**config.mk**
```make
export PLATFORM = sky130hd
export DESIGN_NAME = bfc_cell
export DESIGN_NICKNAME = d
export VERILOG_FILES = /design/src/sv/bfc_pkg.sv /design/src/sv/bfc_cell.sv
export SDC_FILE = /design/constraint.sdc
export NUM_CORES = 2
export LEC_CHECK = 0
export BUFFER_PORTS_ARGS = -buffer_cell sky130_fd_sc_hd__buf_4
export CAP_MARGIN = 20
export CORE_MARGIN = 2
export CORE_UTILIZATION = 52
export DETAILED_ROUTE_END_ITERATION = 10
export PLACE_DENSITY = 0.69
export SLEW_MARGIN = 20
export SYNTH_ARGS = -nofsm -noshare
export SYNTH_HDL_FRONTEND = slang
export SYNTH_SLANG_ARGS = --single-unit
```
**constraint.sdc**
```tcl
create_clock -name clk -period 17 [get_ports clk]
set_input_delay 3.4 -clock clk [delete_from_list [all_inputs] [get_ports clk]]
set_output_delay 3.4 -clock clk [all_outputs]
set_load 0.03 [all_outputs]
```
**src/sv/bfc_pkg.sv**
```systemverilog
// Package: types, constants and helpers shared by the box frustum cull files.
`timescale 1ns / 1ps
package bfc_pkg;

  localparam int MAX_PLANES = 6;
  localparam int COORD_BITS = 16;
  localparam int EXT_BITS   = COORD_BITS - 1;
  localparam int NORM_BITS  = 16;
  localparam int FRAC_BITS  = 14;
  localparam int PLANE_W    = 4 * NORM_BITS;
  localparam int PIDX_W     = 3;
  localparam int MASK_W     = 6;
  localparam int CNT_W      = 3;
  localparam int CFG_IDX_W  = $clog2(MAX_PLANES + 1);
  localparam int CFG_DATA_W = PLANE_W;

  // Product and sum widths of the plane distance terms.
  localparam int PROD_W = NORM_BITS + COORD_BITS;
  localparam int ABS_W  = NORM_BITS + EXT_BITS;
  localparam int SUM_W  = PROD_W + 3;

  // Field positions inside a packed plane word.
  localparam int NX_LSB = 0;
  localparam int NY_LSB = NORM_BITS;
  localparam int NZ_LSB = 2 * NORM_BITS;
  localparam int D_LSB  = 3 * NORM_BITS;

  // Register indexes of the configuration port.
  localparam logic [CFG_IDX_W-1:0] REG_PLANE_COUNT = CFG_IDX_W'(0);
  localparam int                   REG_PLANE_BASE  = 1;

  localparam logic [CNT_W-1:0] PLANE_COUNT_RESET = CNT_W'(6);

  // Verdict codes.
  localparam logic [1:0] VERDICT_INSIDE     = 2'd0;
  localparam logic [1:0] VERDICT_INTERSECTS = 2'd1;
  localparam logic [1:0] VERDICT_OUTSIDE    = 2'd2;

  typedef struct packed {
    logic signed [COORD_BITS-1:0] center_x;
    logic signed [COORD_BITS-1:0] center_y;
    logic signed [COORD_BITS-1:0] center_z;
    logic [EXT_BITS-1:0]          extent_x;
    logic [EXT_BITS-1:0]          extent_y;
    logic [EXT_BITS-1:0]          extent_z;
    logic [MASK_W-1:0]            in_mask;
    logic [PIDX_W-1:0]            last_plane;
  } box_t;

  typedef struct packed {
    logic [1:0]        verdict;
    logic [MASK_W-1:0] out_mask;
    logic [PIDX_W-1:0] reject_plane;
  } result_t;

  // Running verdict handed from cell to cell.
  typedef struct packed {
    logic [MASK_W-1:0] omask;
    logic              found;
    logic [PIDX_W-1:0] first_idx;
    logic              last_hit;
  } acc_t;

  typedef struct packed {
    box_t box;
    acc_t acc;
  } link_t;

  function automatic logic [NORM_BITS-1:0] abs_norm(input logic signed [NORM_BITS-1:0] v);
    logic [NORM_BITS-1:0] u;
    u = v;
    abs_norm = v[NORM_BITS-1] ? (~u + NORM_BITS'(1)) : u;
  endfunction

endpackage

```
**src/sv/bfc_cell.sv**
```systemverilog
// Cell: holds one plane and tests each passing box against it over two stages.
`timescale 1ns / 1ps
module bfc_cell (
  input  logic                           clk,
  input  logic                           rst,
  input  logic                           adv,
  input  logic [bfc_pkg::PIDX_W-1:0]     idx,
  input  logic                           in_use,
  input  logic                           load,
  input  logic [bfc_pkg::PLANE_W-1:0]    load_data,
  input  logic                           prev_valid,
  input  bfc_pkg::link_t                 prev_link,
  output logic                           valid,
  output bfc_pkg::link_t                 link
);

  logic [bfc_pkg::PLANE_W-1:0] plane;

  logic signed [bfc_pkg::NORM_BITS-1:0] nx, ny, nz, nd;
  logic [bfc_pkg::NORM_BITS-1:0]        ax, ay, az;

  logic                               s1_valid;
  bfc_pkg::link_t                     s1_link;
  logic signed [bfc_pkg::PROD_W-1:0]  px, py, pz;
  logic [bfc_pkg::ABS_W-1:0]          qx, qy, qz;

  logic signed [bfc_pkg::SUM_W-1:0] m, n, m_plus_n, m_minus_n;
  logic                             tested, outside, straddle;
  bfc_pkg::link_t                   link_next;

  assign nx = plane[bfc_pkg::NX_LSB +: bfc_pkg::NORM_BITS];
  assign ny = plane[bfc_pkg::NY_LSB +: bfc_pkg::NORM_BITS];
  assign nz = plane[bfc_pkg::NZ_LSB +: bfc_pkg::NORM_BITS];
  assign nd = plane[bfc_pkg::D_LSB +: bfc_pkg::NORM_BITS];
  assign ax = bfc_pkg::abs_norm(nx);
  assign ay = bfc_pkg::abs_norm(ny);
  assign az = bfc_pkg::abs_norm(nz);

  always_ff @(posedge clk) begin
    if (rst) begin
      plane <= '0;
    end else if (load) begin
      plane <= load_data;
    end
  end

  // Stage one: the six products.
  always_ff @(posedge clk) begin
    if (rst) begin
      s1_valid <= 1'b0;
    end else if (adv) begin
      s1_valid <= prev_valid;
    end
  end

  always_ff @(posedge clk) begin
    if (adv) begin
      s1_link <= prev_link;
      px <= bfc_pkg::PROD_W'(nx) * bfc_pkg::PROD_W'(prev_link.box.center_x);
      py <= bfc_pkg::PROD_W'(ny) * bfc_pkg::PROD_W'(prev_link.box.center_y);
      pz <= bfc_pkg::PROD_W'(nz) * bfc_pkg::PROD_W'(prev_link.box.center_z);
      qx <= bfc_pkg::ABS_W'(ax) * bfc_pkg::ABS_W'(prev_link.box.extent_x);
      qy <= bfc_pkg::ABS_W'(ay) * bfc_pkg::ABS_W'(prev_link.box.extent_y);
      qz <= bfc_pkg::ABS_W'(az) * bfc_pkg::ABS_W'(prev_link.box.extent_z);
    end
  end

  // Stage two: distance sums, the two sign tests and the merge into the running verdict.
  always_comb begin
    m = bfc_pkg::SUM_W'(px) + bfc_pkg::SUM_W'(py) + bfc_pkg::SUM_W'(pz)
      + (bfc_pkg::SUM_W'(nd) <<< bfc_pkg::FRAC_BITS);
    n = bfc_pkg::SUM_W'(qx) + bfc_pkg::SUM_W'(qy) + bfc_pkg::SUM_W'(qz);
    m_plus_n  = m + n;
    m_minus_n = m - n;
    outside   = m_plus_n[bfc_pkg::SUM_W-1];
    straddle  = m_minus_n[bfc_pkg::SUM_W-1];
    tested    = in_use && s1_link.box.in_mask[idx];

    link_next = s1_link;
    if (tested && outside) begin
      if (s1_link.box.last_plane == idx) begin
        link_next.acc.last_hit = 1'b1;
      end
      if (!s1_link.acc.found) begin
        link_next.acc.found     = 1'b1;
        link_next.acc.first_idx = idx;
      end
    end else if (tested && straddle) begin
      link_next.acc.omask[idx] = 1'b1;
    end
  end

  always_ff @(posedge clk) begin
    if (rst) begin
      valid <= 1'b0;
    end else if (adv) begin
      valid <= s1_valid;
    end
  end

  always_ff @(posedge clk) begin
    if (adv) begin
      link <= link_next;
    end
  end

endmodule

```
Word level (Yosys, flattened, before mapping)
Index checks and enable logic that the tools add are counted.
{"block": "classes", "addsub": 10, "mul": 6, "div_mod_pow": 0, "order_cmp": 2, "n_eq_ne": 1, "shift": 0, "mux": 12, "n_bitwise": 4, "n_reduce_logical": 4}
{"operator": "$mul A16 B16 Y32", "count": 3}
{"operator": "$mul A16 B15 Y31", "count": 3}
{"operator": "$add A16 B1 Y16 const B", "count": 3}
{"operator": "$mux W16", "count": 3}
{"operator": "$not A16 Y16", "count": 3}
{"operator": "$add A34 B30 Y35", "count": 1}
{"operator": "$add A35 B34 Y35", "count": 1}
{"operator": "$sub A35 B34 Y35", "count": 1}
{"operator": "$add A33 B32 Y34", "count": 1}
{"operator": "$add A32 B31 Y33", "count": 1}
{"operator": "$add A32 B32 Y33", "count": 1}
{"operator": "$add A31 B31 Y32", "count": 1}
{"operator": "$mux W6", "count": 2}
{"operator": "$or A6 B6 Y6", "count": 1}
{"operator": "$mux W5", "count": 1}
{"operator": "$logic_and A1 B1 Y1", "count": 4}
{"operator": "$lt A3 B4 Y1 const B", "count": 1}
{"operator": "$bmux W1 S3", "count": 1}
{"operator": "$demux W1 S3", "count": 1}
{"operator": "$eq A3 B3 Y1", "count": 1}
{"operator": "$ge A3 B1 Y1 const B", "count": 1}
{"operator": "$mux W1", "count": 3}
{"operator": "$mux W3", "count": 1}
{"block": "totals", "ff_bits": 481, "latchBits": 0, "ram_bits": 0, "mem_bits_ro": 0, "inputBits": 186, "out_inout_bits": 114, "word_cells": 72, "mem_count": 0}

Longest topological paths before layout
{"block": "depth", "word_depth": 7, "ltp_mapped": 33, "ltp_nobuf": 31}

Worst setup path before layout
OpenSTA, ideal clock, no wires.
{"block": "synth_timing", "path_kind": "input to register", "from": "input prev_link[99] (netlist bit)", "to": "register px[31] (netlist bit) (data pin)", "setup_ns": 0.260, "arrival_ns": 9.047, "required_time_ns": 16.740, "path_slack_ns": 7.694, "stages": 22, "n_path_buf": 1, "path_cell_list": "clkbuf_1 -> nand2_1 -> fa_1 -> inv_1 -> fa_1 -> inv_1 -> fa_1 -> inv_1 -> fa_1 -> inv_1 -> fa_1 -> fa_1 -> inv_1 -> ha_1 -> a211o_1 -> a221o_1 -> nand2_1 -> o21ai_1 -> a211o_1 -> a31o_2 -> a21oi_1 -> xnor2_1"}
{"block": "synth_via", "elab_chain_len": 1}
{"element": "start, declared", "line_no": "bfc_cell.sv:12", "text": "input bfc_pkg::link_t prev_link,"}
{"element": "$mul A16 B16 Y32", "line_no": "bfc_cell.sv:59", "text": "px <= bfc_pkg::PROD_W'(nx) * bfc_pkg::PROD_W'(prev_link.box.center_x);"}
{"element": "end signal, assigned", "line_no": "bfc_cell.sv:59"}
{"element": "end, declared", "line_no": "bfc_cell.sv:24", "text": "logic signed [bfc_pkg::PROD_W-1:0] px, py, pz;"}
No other way between the ends.
A chain may end at the register's enable or synchronous reset.

Worst setup path after layout
{"block": "layout_timing", "from": "input prev_link[98] (netlist bit)", "to": "register px[31] (netlist bit) (data pin)"}
The elaborated chain is that of the path after synthesis.

==> flow_summary.json <==
{
  "muxShareOfSynthArea_pct": 1.02,
  "die_h_microns": 385,
  "drc": 0,
  "initial_core_util_pct": 52.5,
  "cp-startpoint": "prev_link[98]",
  "synth_adder_area_share_pct": 48.6,
  "synthesis.nets": 9809,
  "clock_sinks": 481,
  "tightest_slew_ns": 1.12,
  "synth-xor-area-share_pct": 3.27,
  "tns_ns": 0,
  "rows": 139,
  "grt_usage_pct": 26.3,
  "maxCapViolations": 0,
  "multi_input_area_sq_mm": 0.0546,
  "fin_nets": 9978,
  "hold_depth": 0,
  "drive_above_1_share_pct": 6.91,
  "via_per_inst": 5.37,
  "rsz0062_at_grt": "no",
  "hold_buffers": 0,
  "ys.flop_type": "edfxtp_1",
  "regArea_sq_mm": 0.0138,
  "fillers": 12300,
  "critPathArrivalTime_ns": 9.53,
  "synth_top_family_by_area": "adder cells",
  "ys_warn_count": 0,
  "post_cts_buffers": 0,
  "slew_violations": 0,
  "drt-pass1-iter-count": 6,
  "clk_latency_ns": 0.72,
  "syn-cell-area_sq_mm": 0.0755,
  "root_buffer": "clkbuf_16",
  "status": "completed",
  "setup_violations": 0,
  "min-delay-start": "link_next[28]",
  "worstPathMaxFanout": 17,
  "grt_first_pass_wirelength_microns": 304000,
  "r2r_cells": 33,
  "reg2reg_setup_slack_ns": 8.45,
  "clockBufferDepth": 3,
  "ys_types": 83,
  "ys_seq_area_share_pct": 18.2,
  "ys_ff_latch": 481,
  "period_share_pct": 53.2,
  "hold_viol": 0,
  "syn-instance-count": 7537,
  "reg2reg_to": "qx[30]",
  "cts_tree": "done",
  "antenna_found_initial": 11,
  "coreArea_sq_mm": 0.144,
  "clk_pin_slew_ns": 0.07,
  "wl_per_cell_microns": 19.5,
  "routed_wl_microns": 188000,
  "ant_nets": 0,
  "numCtsBuffers": 57,
  "finClkSkew_ns": 0.0772,
  "area_growth_syn_to_layout_pct": 8.42,
  "die_w_microns": 385,
  "stdcell_area_sq_mm": 0.0819,
  "grt.overflow.total": 0,
  "port_buffers": 299,
  "synth-simple-area-share_pct": 13.7,
  "finalCriticalPeriod_ns": 9.05,
  "avgSynthCellArea_sq_um": 10.0,
  "synth-edff-count": 415,
  "via_count": 51900,
  "async_flop_share_pct": 0,
  "htreeDepth": 2,
  "startpoint_type": "primary input",
  "min_path_type": "reg -> reg",
  "ctsResizeCount": 0,
  "dp_hpwl_microns": 150000,
  "slew_headroom_pct": 25.2,
  "place.gp.congestion": 0.910,
  "worstSetupPathType": "in -> reg",
  "first_global_vias": 55800,
  "r2r-start": "plane[1]",
  "ios": 300,
  "grt_max_degree": 83,
  "max_freq_ghz": 0.111,
  "worstPathRequired_ns": 17.48,
  "final_util_pct": 56.9,
  "place_area_sq_mm": 0.0799,
  "dr.first_iter.drc_count": 3178,
  "die-area_sq_mm": 0.148,
  "holdPathEnd": "link[28]",
  "synth_compound_gate_area_share_pct": 5.48,
  "endpoint_kind": "register"
}
[state kept, by name (all words and copies together), names as in the netlist]
name and flops:
s1_link 11, link_next 102, s1_valid 1, pz 32, qz 31, px 32
plane 64, qy 31, py 32, qx 31, link 113, valid 1
[synthesized netlist by cell type (13+ instances only)]
master	number	area, sq um
edfxtp_1	415	12500
mux2i_1	70	701
and2_1	797	4990
fa_1	1410	28200
inv_1	1691	6350
and3_1	18	113
a211oi_1	14	105
nor2b_1	19	119
a31oi_1	16	100
a21oi_1	180	901
o21ai_0	97	485
o31ai_1	17	128
nand3_1	39	195
o21bai_1	40	300
or3_1	13	81.3
clkbuf_1	250	938
o21ai_1	15	75.1
nor3_1	47	235
xnor2_1	213	1870
nand2b_1	75	469
ha_1	676	8460
o21a_1	20	150
nand4_1	16	100
nand2_1	776	2910
dfxtp_1	66	1320
a21o_1	96	721
o211ai_1	13	97.6
nor2_1	191	717
xor2_1	69	604
[final cells by class]
class                           instances  area share, %
Tap cell                             1903           2.91
Timing Repair Buffer                  370           3.40
Sequential cell                       481           16.8
Inverter                             1691           7.75
Antenna cell                            1        0.00306
Multi-Input combinational cell       5105           66.7
Clock inverter                         45          0.634
Clock buffer                           62           1.79
[worst max-delay path, stage by stage]
cell and delay (ns):
buf_4 0.23, nand2_1 0.12, fa_1 0.56, inv_1 0.06, fa_1 0.53, inv_1 0.05
fa_1 0.48, fa_1 0.54, inv_1 0.05, fa_1 0.47, inv_1 0.05, fa_1 0.47
inv_1 0.04, ha_1 0.34, a21o_1 0.18, a21oi_1 0.25, o21bai_1 0.12, a221oi_2 0.46
o21ai_1 0.28, a211o_1 0.33, a31o_2 0.23, a21oi_1 0.16, xnor2_1 0.09
[worst max path at each step]
stage,end,slack [ns],cells after the start
2_1_floorplan,px[31],7.69,22
3_3_place_gp,px[31],7.26,23
3_5_place_dp,px[31],7.22,23
4_1_cts,px[31],8.01,23
5_1_grt,px[31],7.67,22
6_report,px[31],7.95,23
[per-layer routing]
layer	global-route usage [%]	wire [microns]	vias up
met5	0	95	-
met4	7.76	5800	14
met3	3.99	11900	320
met2	44.9	92500	1491
met1	34.9	78200	26700
li1	-	-	23400
[cell families after synthesis]
group           count (synthesis)
simple gates                 2045
compound gates                617
xor+xnor                      282
flops                         481
buf+inv                      1951
mux                            75
fa+ha+maj                    2086
[cell usage in the layout (no fill, tap or decap), drive strengths merged, types with 16 or more instances in the layout]
cell type	Yosys	final
nand2b	75	75
clkbuf	250	62
nand2	776	776
clkinv	0	24
o21a	20	20
xor2	69	69
a31oi	16	16
and2	797	797
a21o	96	96
nor3	47	47
o21bai	41	41
inv	1691	1701
a21oi	182	182
fa	1410	1410
dfxtp	66	66
nand3	39	39
nor2	191	191
mux2i	71	71
o21ai	114	114
ha	676	676
xnor2	213	213
nand4	16	16
and3	18	18
edfxtp	415	415
buf	10	370
a211oi	18	18
o31ai	18	18
nor2b	19	19
[stage by stage]
stage,worst slack [ns],hold slack (ns),cells
2_1_floorplan,7.69,0.400,7537
3_3_place_gp,7.26,0.400,9550
3_5_place_dp,7.22,0.405,9550
4_1_cts,8.01,0.418,9657
5_1_grt,7.67,0.426,9657
6_report,7.95,0.417,9658
Power is not shown: default switching activity piles up to over one toggle a cycle in this logic, so the estimate is an artifact.
